## src/rtl/smd_pkg.sv

```systemverilog
// shared types and constants for the sparsity map decompressor
package smd_pkg;

  localparam int DATA_W         = 16;
  localparam int LEN_W          = 5;
  localparam int WORD_BITS_DEF  = 16;
  localparam int FIFO_DEPTH_DEF = 4;

  localparam logic [LEN_W-1:0] MAP_LENGTH_RST = 5'd16;

  // kind of a queue entry: a 16-bit word or the end of one bus request
  typedef enum logic {
    KIND_WORD = 1'b0,
    KIND_MARK = 1'b1
  } entry_kind_t;

  typedef struct packed {
    entry_kind_t       kind;
    logic              filler;
    logic              fin;
    logic [DATA_W-1:0] value;
  } entry_t;

  // one queue slot with its valid flag, used for push and for the head
  typedef struct packed {
    logic   valid;
    entry_t entry;
  } q_slot_t;

endpackage

```

## src/rtl/smd_front.sv

```systemverilog
// front end: accepts bus requests and splits them into queue entries
module smd_front (
  input  logic                 clk,
  input  logic                 rst_n,
  input  logic                 in_tvalid,
  output logic                 in_tready,
  input  logic [31:0]          in_tdata,   // lower word, upper word
  input  logic [1:0]           in_tuser,   // lower word present, upper word present
  input  logic                 in_tlast,   // final_item
  output smd_pkg::q_slot_t     q_push,
  input  logic                 q_full
);
  import smd_pkg::*;

  typedef enum logic [3:0] {
    F_IDLE   = 4'b0001,
    F_FIRST  = 4'b0010,
    F_SECOND = 4'b0100,
    F_MARK   = 4'b1000
  } front_state_t;

  front_state_t      state_r, state_nxt;
  logic [DATA_W-1:0] w0_r, w1_r;
  logic              v1_r, fin_r;
  logic              accept;

  assign in_tready = (state_r == F_IDLE);
  assign accept    = in_tvalid && in_tready;

  // request fields held while its entries are queued
  always_ff @(posedge clk) begin
    if (accept) begin
      w0_r  <= in_tdata[DATA_W-1:0];
      w1_r  <= in_tdata[2*DATA_W-1:DATA_W];
      v1_r  <= in_tuser[1];
      fin_r <= in_tlast;
    end
  end

  // sequencing of word, word, end mark
  always_comb begin
    state_nxt           = state_r;
    q_push.valid        = 1'b0;
    q_push.entry.kind   = KIND_WORD;
    q_push.entry.filler = 1'b0;
    q_push.entry.fin    = fin_r;
    q_push.entry.value  = w0_r;
    case (state_r)
      F_IDLE: begin
        if (in_tvalid) begin
          if (in_tuser[0]) begin
            state_nxt = F_FIRST;
          end else if (in_tuser[1]) begin
            state_nxt = F_SECOND;
          end else begin
            state_nxt = F_MARK;
          end
        end
      end
      F_FIRST: begin
        q_push.valid        = !q_full;
        q_push.entry.filler = fin_r && !v1_r;
        if (!q_full) begin
          state_nxt = v1_r ? F_SECOND : F_MARK;
        end
      end
      F_SECOND: begin
        q_push.valid        = !q_full;
        q_push.entry.filler = fin_r;
        q_push.entry.value  = w1_r;
        if (!q_full) begin
          state_nxt = F_MARK;
        end
      end
      F_MARK: begin
        q_push.valid      = !q_full;
        q_push.entry.kind = KIND_MARK;
        if (!q_full) begin
          state_nxt = F_IDLE;
        end
      end
      default: begin
        state_nxt = F_IDLE;
      end
    endcase
  end

  always_ff @(posedge clk) begin
    if (!rst_n) begin
      state_r <= F_IDLE;
    end else begin
      state_r <= state_nxt;
    end
  end

endmodule

```

## src/rtl/smd_fifo.sv

```systemverilog
// short entry queue between front end and expansion engine
module smd_fifo #(
  parameter int DEPTH = smd_pkg::FIFO_DEPTH_DEF
) (
  input  logic             clk,
  input  logic             rst_n,
  input  smd_pkg::q_slot_t q_push,
  output logic             q_full,
  output smd_pkg::q_slot_t q_head,
  input  logic             q_pop
);
  import smd_pkg::*;

  // depth is a power of two, pointers wrap on their own
  localparam int PTR_W = $clog2(DEPTH);
  localparam int CNT_W = $clog2(DEPTH + 1);

  entry_t           mem_r [DEPTH];
  logic [PTR_W-1:0] wr_ptr_r, rd_ptr_r;
  logic [CNT_W-1:0] cnt_r;
  logic             do_push, do_pop;

  assign q_full       = (cnt_r == CNT_W'(DEPTH));
  assign q_head.valid = (cnt_r != '0);
  assign q_head.entry = mem_r[rd_ptr_r];
  assign do_push      = q_push.valid && !q_full;
  assign do_pop       = q_pop && q_head.valid;

  // storage
  always_ff @(posedge clk) begin
    if (do_push) begin
      mem_r[wr_ptr_r] <= q_push.entry;
    end
  end

  // pointers and fill count
  always_ff @(posedge clk) begin
    if (!rst_n) begin
      wr_ptr_r <= '0;
      rd_ptr_r <= '0;
      cnt_r    <= '0;
    end else begin
      if (do_push) begin
        wr_ptr_r <= wr_ptr_r + 1'b1;
      end
      if (do_pop) begin
        rd_ptr_r <= rd_ptr_r + 1'b1;
      end
      if (do_push && !do_pop) begin
        cnt_r <= cnt_r + 1'b1;
      end else if (do_pop && !do_push) begin
        cnt_r <= cnt_r - 1'b1;
      end
    end
  end

endmodule

```

## src/rtl/smd_back.sv

```systemverilog
// expansion engine: walks map bits and emits at most one dense value per cycle, holding while the output is stalled
module smd_back #(
  parameter int WORD_BITS = smd_pkg::WORD_BITS_DEF
) (
  input  logic                              clk,
  input  logic                              rst_n,
  input  logic [smd_pkg::LEN_W-1:0]         map_length,
  input  smd_pkg::q_slot_t                  q_head,
  output logic                              q_pop,
  output logic                              out_tvalid,
  input  logic                              out_tready,
  output logic signed [smd_pkg::DATA_W-1:0] out_tdata,  // pixel_value
  output logic                              out_tlast   // last_of_run
);
  import smd_pkg::*;

  localparam int               IDX_W  = $clog2(WORD_BITS);
  localparam logic [LEN_W-1:0] WB_LEN = LEN_W'(WORD_BITS);

  logic [WORD_BITS-1:0] map_bits_r, map_bits_nxt;
  logic [LEN_W-1:0]     pos_r, pos_nxt;
  logic                 zrun_r, zrun_nxt;
  logic                 pend_valid_r, pend_valid_nxt;
  logic [DATA_W-1:0]    pend_value_r, pend_value_nxt;
  logic                 out_valid_r, out_valid_nxt;
  logic [DATA_W-1:0]    out_data_r, out_data_nxt;
  logic                 out_last_r, out_last_nxt;

  logic [LEN_W-1:0]     len;
  logic [LEN_W-1:0]     pos_inc;
  logic [IDX_W-1:0]     idx;
  logic [WORD_BITS-1:0] head_map;
  logic                 out_free;
  logic                 go;
  logic                 emit;
  logic [DATA_W-1:0]    emit_val;
  logic                 out_push;
  logic                 out_push_last;
  logic                 is_mark;

  assign len      = (map_length > WB_LEN) ? WB_LEN : map_length;
  assign pos_inc  = pos_r + 1'b1;
  assign idx      = pos_r[IDX_W-1:0];
  assign head_map = q_head.entry.value[WORD_BITS-1:0];
  assign out_free = !out_valid_r || out_tready;
  assign go       = !pend_valid_r || out_free;
  assign is_mark  = (q_head.entry.kind == KIND_MARK);

  // one step on the queue head
  always_comb begin
    map_bits_nxt  = map_bits_r;
    pos_nxt       = pos_r;
    zrun_nxt      = zrun_r;
    q_pop         = 1'b0;
    emit          = 1'b0;
    emit_val      = '0;
    out_push      = 1'b0;
    out_push_last = 1'b0;
    if (q_head.valid) begin
      if (is_mark) begin
        // end of request: release the held value as last of run
        if (go) begin
          q_pop         = 1'b1;
          out_push      = pend_valid_r;
          out_push_last = 1'b1;
          if (q_head.entry.fin) begin
            map_bits_nxt = '0;
            pos_nxt      = map_length;
          end
        end
      end else if (zrun_r) begin
        // zero map expanding to a run of zeros
        emit = 1'b1;
        if (go) begin
          pos_nxt = pos_inc;
          if (pos_inc == len) begin
            zrun_nxt = 1'b0;
            q_pop    = 1'b1;
          end
        end
      end else if (pos_r >= len) begin
        // word taken as a new map
        map_bits_nxt = head_map;
        pos_nxt      = '0;
        if (head_map == '0) begin
          if (!q_head.entry.filler && (len != '0)) begin
            zrun_nxt = 1'b1;
          end else begin
            pos_nxt = len;
            q_pop   = 1'b1;
          end
        end else begin
          q_pop = 1'b1;
        end
      end else begin
        // scan one map position; a clear bit at the end turns the word into a map
        emit = 1'b1;
        if (map_bits_r[idx]) begin
          emit_val = q_head.entry.value;
        end
        if (go) begin
          pos_nxt = pos_inc;
          if (map_bits_r[idx]) begin
            map_bits_nxt[idx] = 1'b0;
            q_pop             = 1'b1;
          end
        end
      end
    end
    // a held result moves on when a new one takes its place
    if (emit && go) begin
      out_push = pend_valid_r;
    end
  end

  // one-result hold so the last result of a request can be marked
  always_comb begin
    pend_valid_nxt = pend_valid_r;
    pend_value_nxt = pend_value_r;
    if (emit && go) begin
      pend_valid_nxt = 1'b1;
      pend_value_nxt = emit_val;
    end else if (q_pop && is_mark) begin
      pend_valid_nxt = 1'b0;
    end
  end

  // output register
  always_comb begin
    out_valid_nxt = out_valid_r;
    out_data_nxt  = out_data_r;
    out_last_nxt  = out_last_r;
    if (out_push) begin
      out_valid_nxt = 1'b1;
      out_data_nxt  = pend_value_r;
      out_last_nxt  = out_push_last;
    end else if (out_tready) begin
      out_valid_nxt = 1'b0;
    end
  end

  always_ff @(posedge clk) begin
    if (!rst_n) begin
      map_bits_r   <= '0;
      pos_r        <= MAP_LENGTH_RST;
      zrun_r       <= 1'b0;
      pend_valid_r <= 1'b0;
      out_valid_r  <= 1'b0;
    end else begin
      map_bits_r   <= map_bits_nxt;
      pos_r        <= pos_nxt;
      zrun_r       <= zrun_nxt;
      pend_valid_r <= pend_valid_nxt;
      out_valid_r  <= out_valid_nxt;
    end
  end

  always_ff @(posedge clk) begin
    pend_value_r <= pend_value_nxt;
    out_data_r   <= out_data_nxt;
    out_last_r   <= out_last_nxt;
  end

  assign out_tvalid = out_valid_r;
  assign out_tdata  = out_data_r;
  assign out_tlast  = out_last_r;

  // a result is only loaded when the output register can take it
  a_push_free: assert property (@(posedge clk) disable iff (!rst_n)
    out_push |-> out_free)
    else $error("result loaded into a busy output register");

  // an end mark leaves nothing held
  a_mark_drains: assert property (@(posedge clk) disable iff (!rst_n)
    (q_pop && q_head.valid && is_mark) |=> !pend_valid_r)
    else $error("held result survived the end of a request");

  // a zero run only follows an all-zero map
  a_zrun_map: assert property (@(posedge clk) disable iff (!rst_n)
    zrun_r |-> (map_bits_r == '0))
    else $error("zero run with map bits set");

  // a request end is never popped behind a running zero run
  a_zrun_head: assert property (@(posedge clk) disable iff (!rst_n)
    (zrun_r && q_head.valid) |-> !is_mark)
    else $error("end mark at head during zero run");

endmodule

```

## src/rtl/sparsity_map_decompressor.sv

```systemverilog
// Sparsity map decompressor: each accepted request carries two 16-bit words with present
// flags; present words form a stream of maps, each followed by one value per set bit, and
// the block expands them into dense signed values, one per cycle while the output is not
// stalled, with out_tlast on the last result of each request. After accepting a request the
// front end holds in_tready low while it queues each present word and then the end mark,
// waiting while the queue is full, so the input port takes no new request until those
// entries are queued. The expansion engine takes a step for each present word taken as a
// map, for each dense value emitted and to close the request; the engine, at one dense value
// per cycle, sets the sustained rate. A queue of FIFO_DEPTH entries lets the input side run
// ahead while the output is stalled. map_length is written through cfg_wen/cfg_wdata; the
// user must write it only while the block is idle, as the block does not enforce this.
module sparsity_map_decompressor #(
  parameter int WORD_BITS  = smd_pkg::WORD_BITS_DEF,
  parameter int FIFO_DEPTH = smd_pkg::FIFO_DEPTH_DEF
) (
  input  logic                              clk,
  input  logic                              rst_n,
  input  logic                              cfg_wen,
  input  logic [smd_pkg::LEN_W-1:0]         cfg_wdata,  // map_length
  input  logic                              in_tvalid,
  output logic                              in_tready,
  input  logic [31:0]                       in_tdata,   // lower word, upper word
  input  logic [1:0]                        in_tuser,   // lower present, upper present
  input  logic                              in_tlast,   // final_item
  output logic                              out_tvalid,
  input  logic                              out_tready,
  output logic signed [smd_pkg::DATA_W-1:0] out_tdata,  // pixel_value
  output logic                              out_tlast   // last_of_run
);
  import smd_pkg::*;

  logic [LEN_W-1:0] map_length_r;
  q_slot_t          q_push;
  q_slot_t          q_head;
  logic             q_full;
  logic             q_pop;

  // configuration register
  always_ff @(posedge clk) begin
    if (!rst_n) begin
      map_length_r <= MAP_LENGTH_RST;
    end else if (cfg_wen) begin
      map_length_r <= cfg_wdata;
    end
  end

  smd_front u_front (
    .clk       (clk),
    .rst_n     (rst_n),
    .in_tvalid (in_tvalid),
    .in_tready (in_tready),
    .in_tdata  (in_tdata),
    .in_tuser  (in_tuser),
    .in_tlast  (in_tlast),
    .q_push    (q_push),
    .q_full    (q_full)
  );

  smd_fifo #(
    .DEPTH (FIFO_DEPTH)
  ) u_fifo (
    .clk    (clk),
    .rst_n  (rst_n),
    .q_push (q_push),
    .q_full (q_full),
    .q_head (q_head),
    .q_pop  (q_pop)
  );

  smd_back #(
    .WORD_BITS (WORD_BITS)
  ) u_back (
    .clk        (clk),
    .rst_n      (rst_n),
    .map_length (map_length_r),
    .q_head     (q_head),
    .q_pop      (q_pop),
    .out_tvalid (out_tvalid),
    .out_tready (out_tready),
    .out_tdata  (out_tdata),
    .out_tlast  (out_tlast)
  );

endmodule

```

## config.mk

```make
export PLATFORM = sky130hd
export DESIGN_NAME = sparsity_map_decompressor
export DESIGN_NICKNAME = d
export VERILOG_FILES = /design/src/rtl/smd_pkg.sv /design/src/rtl/smd_front.sv /design/src/rtl/smd_fifo.sv /design/src/rtl/smd_back.sv /design/src/rtl/sparsity_map_decompressor.sv
export SDC_FILE = /design/constraint.sdc
export NUM_CORES = 1
export LEC_CHECK = 0
export BUFFER_PORTS_ARGS = -buffer_cell sky130_fd_sc_hd__buf_2
export CAP_MARGIN = 20
export CORE_MARGIN = 4
export CORE_UTILIZATION = 40
export CTS_BUF_LIST = sky130_fd_sc_hd__clkbuf_16
export DETAILED_ROUTE_END_ITERATION = 6
export HOLD_SLACK_MARGIN = 0.02
export MAX_ROUTING_LAYER = met4
export PLACE_DENSITY_LB_ADDON = 0.3
export SYNTH_ARGS = -nofsm -noshare
export SYNTH_HDL_FRONTEND = slang
export SYNTH_SLANG_ARGS = --single-unit
```

## constraint.sdc

```tcl
create_clock -name clk -period 6.8 [get_ports clk]
set_clock_uncertainty 0.15 [all_clocks]
set_input_delay 0.34 -clock clk [delete_from_list [all_inputs] [get_ports clk]]
set_output_delay 0.34 -clock clk [all_outputs]
set_load 0.05 [all_outputs]
```

==> results.cfg <==
[layout]
multi_input_area_um2 = 2669
syn2layout_area_growth_pct = 20.41
drive_above_1_share = 0.2182
regArea_um2 = 5135
diodes = 0
nets = 716
fillCellCount = 1700

[floorplanning]
start_util = 0.4080
dieWidth_um = 149.1
placementRows = 51
ios = 64
dieArea_um2 = 22240
core_area_um2 = 19530
die_h_um = 149.1

[clock_tree]
postCtsSetupBuffers = 0
cts.sinks = 185
cts_tree = yes
cts_made_buffers = 17
cts.path.max_buffers = 2
cts_root_buf = clkbuf_16
clk_pin_slew_worst_paths_ps = 70
clk_latency_ps = 430
h-tree-depth = 4

[setup_path]
critPathArrivalTime_ps = 4240
setup.worst_path.end = u_fifo.cnt_r[2]
crit_type = flip-flop to flip-flop
r2r_slack_ps = 2740
crit_path_max_fanout = 12
cp-end-kind = flip-flop
crit_chain = buf_8 -> mux4_2 -> nor4_2 -> nand4_1 -> nand4b_1 -> a31oi_2 -> ha_1 -> fa_1 -> xnor2_1 -> or3_1 -> a21oi_1
r2r_end = u_fifo.cnt_r[2]
slowest_delay_ps = 640
reg2reg_depth = 11
crit_path_top_delay_cell = dfxtp_1
critPathRequiredTime_ps = 6980
cp-start-kind = flip-flop

[timing]
fmax_mhz = 246.4
period_share = 0.5969
fin_crit_ps = 4059
final_hold_viol_count = 0
relSlewSlack = 0.3280
setup_violations = 0
maxSlewViolCount = 0
tns_ps = 0
layout_setup_ws_ps = 2741
worst_pin_slew_ps = 1008
rsz0062_at_grt = no

[synthesis]
avgSynthCellArea_um2 = 14.30
synth_edf_count = 143
async_reset_ff_frac = 0
synth_top_flop_cell = edfxtp_1
synth_top_cell_by_area = edfxtp_1
synth_top_cell_area_share = 0.5389
synth_cell_types = 59
ys_ff_latch = 185
synth.most_common_cell = edfxtp_1
yosys_warnings = 0
syn_nets = 617
yosys-top-cells-count = edfxtp_1 (143), dfxtp_1 (42), nand2_1 (36), a21oi_1 (29), nor2_1 (27)
syn-instance-count = 557
syn-cell-area_um2 = 7968
yosysSeqAreaShare = 0.6445
yosys-top-cells-area = edfxtp_1 (54%), dfxtp_1 (11%), mux4_1 (3.6%), mux4_2 (3.4%), mux2_2 (2.3%)

[run]
maxCapViolCount = 0

[placed_design]
dp_slack_ps = 2460
dpl.hpwl_um = 10950
portBuffers = 63
gp_congestion = 0.9139

[drt]
wirelength_um = 15920
num_vias = 4873
routed_via_density = 5.217
avgRoutedWirePerCell_um = 17.05
drc = 0
ant_nets = 0
drt-pass1-iter-count = 5
drt_iter0_drc = 410

[power]
power_density_nw_per_um2 = 344.4
irDropWorstVdd_mv = 0.2037
leakagePower_nw = 3.379

[grt]
overflow = 0
track_usage = 0.1550
grt_pass1_wl_um = 26310
grt_antenna_before_repair = 0
first_global_vias = 5040
grt_max_degree = 37

[hold_path]
hold_path_class = input pin to flip-flop

[run_status]
outcome = finished, final reports clean
[layer usage]
layer  share of wire  GRT usage  vias up
met5               0          -        -
met4           0.017    0.04760        0
met3           0.042    0.03130       27
met2            0.50     0.2541      135
met1            0.44     0.1960     2369
li1                -          -     2342
[power breakdown]
group          internal, mW  leakage (nW)  switching (mW)
registers              1.36          1.66           0.109
clock network         0.565         0.307           0.455
logic                 0.323          1.41           0.496
total                  2.24          3.38            1.06
[cells in the final DEF (no fill, tap or decap), types with 16 or more instances in the layout]
cell             n
mux2_2          16
dfxtp_1         42
and3_1          21
edfxtp_1       143
buf_2           63
nand3_1         21
a21oi_1         29
nand2_1         36
dlygate4sd3_1   39
nor2_1          27
clkbuf_16       17
o31ai_1         16
and2_1          21
[cell families (layout without fill, tap and decap cells)]
kind of cell / after synthesis / after routing / share of synthesized area
flops: 185 / 185 / 0.6445
simple gates: 171 / 171 / 0.1168
compound gates: 81 / 81 / 0.07067
mux: 48 / 48 / 0.1041
buf+inv: 44 / 156 / 0.02340
fa+ha+maj: 15 / 15 / 0.02450
xor+xnor: 13 / 13 / 0.01602
[worst min path at each step]
stage	startpoint	to	slack [ps]	cells past startpoint
floorplan	u_back.pend_value_r[0]	u_back.out_tdata[0]	250	0
global placement	u_back.pend_value_r[1]	u_back.out_tdata[1]	260	0
detailed placement	u_back.pend_value_r[11]	u_back.out_tdata[11]	250	0
CTS	in_tuser[0]	u_front.state_r[1]	30	3
global route	in_tuser[0]	u_front.state_r[1]	60	3
finish	in_tuser[0]	u_front.state_r[1]	50	3
[stage by stage]
step	power (mW)	cell area, µm²	utilization	std cells	hold WS, ps
after floorplan	2.069	7968	-	557	250.3
after global placement	2.243	8539	0.4373	861	256.5
after detailed placement	2.278	8554	0.4381	862	254.5
after CTS	3.318	9574	0.4903	933	28.84
after global routing	3.473	9594	0.4913	934	58.68
final	3.304	9594	0.4913	934	50.75
[registers in the layout, indices dropped and copies added, names as in the netlist, named ones only]
register and flops:
map_length_r 5, u_back.map_bits_r 16, u_back.out_tdata 16, u_back.out_tlast 1
u_back.out_tvalid 1, u_back.pend_valid_r 1, u_back.pend_value_r 16, u_back.pos_r 5
u_back.zrun_r 1, u_fifo.cnt_r 3, u_fifo.mem_r 76, u_fifo.rd_ptr_r 2
u_fifo.wr_ptr_r 2, u_front.fin_r 1, u_front.state_r 4, u_front.v1_r 1
u_front.w0_r 16, u_front.w1_r 16
[cell type report]
cell class | count | area share
timing repair buffer | 109 | 0.08059
sequential | 185 | 0.5352
inverter | 15 | 0.005869
multi-input combinational | 328 | 0.2782
tap | 265 | 0.03456
clock buffer | 17 | 0.04434
clock inverter | 15 | 0.02126
[critical path, delay by kind of cell (launching register included)]
| kind | cells | cell delay [ps] |
|---|---|---|
| fa+ha+maj | 2 | 490 |
| flops | 1 | 640 |
| simple gates | 4 | 1310 |
| buf+inv | 1 | 230 |
| compound gates | 2 | 510 |
| xor+xnor | 1 | 80 |
| mux | 1 | 550 |
[what timing repair did]
action,CTS,global route
endpoints found under the hold margin,39,0
resized for setup,0,0
endpoints found under the setup margin,0,0
hold buffers,39,0
Note: power is estimated with default switching activity, not from simulation.
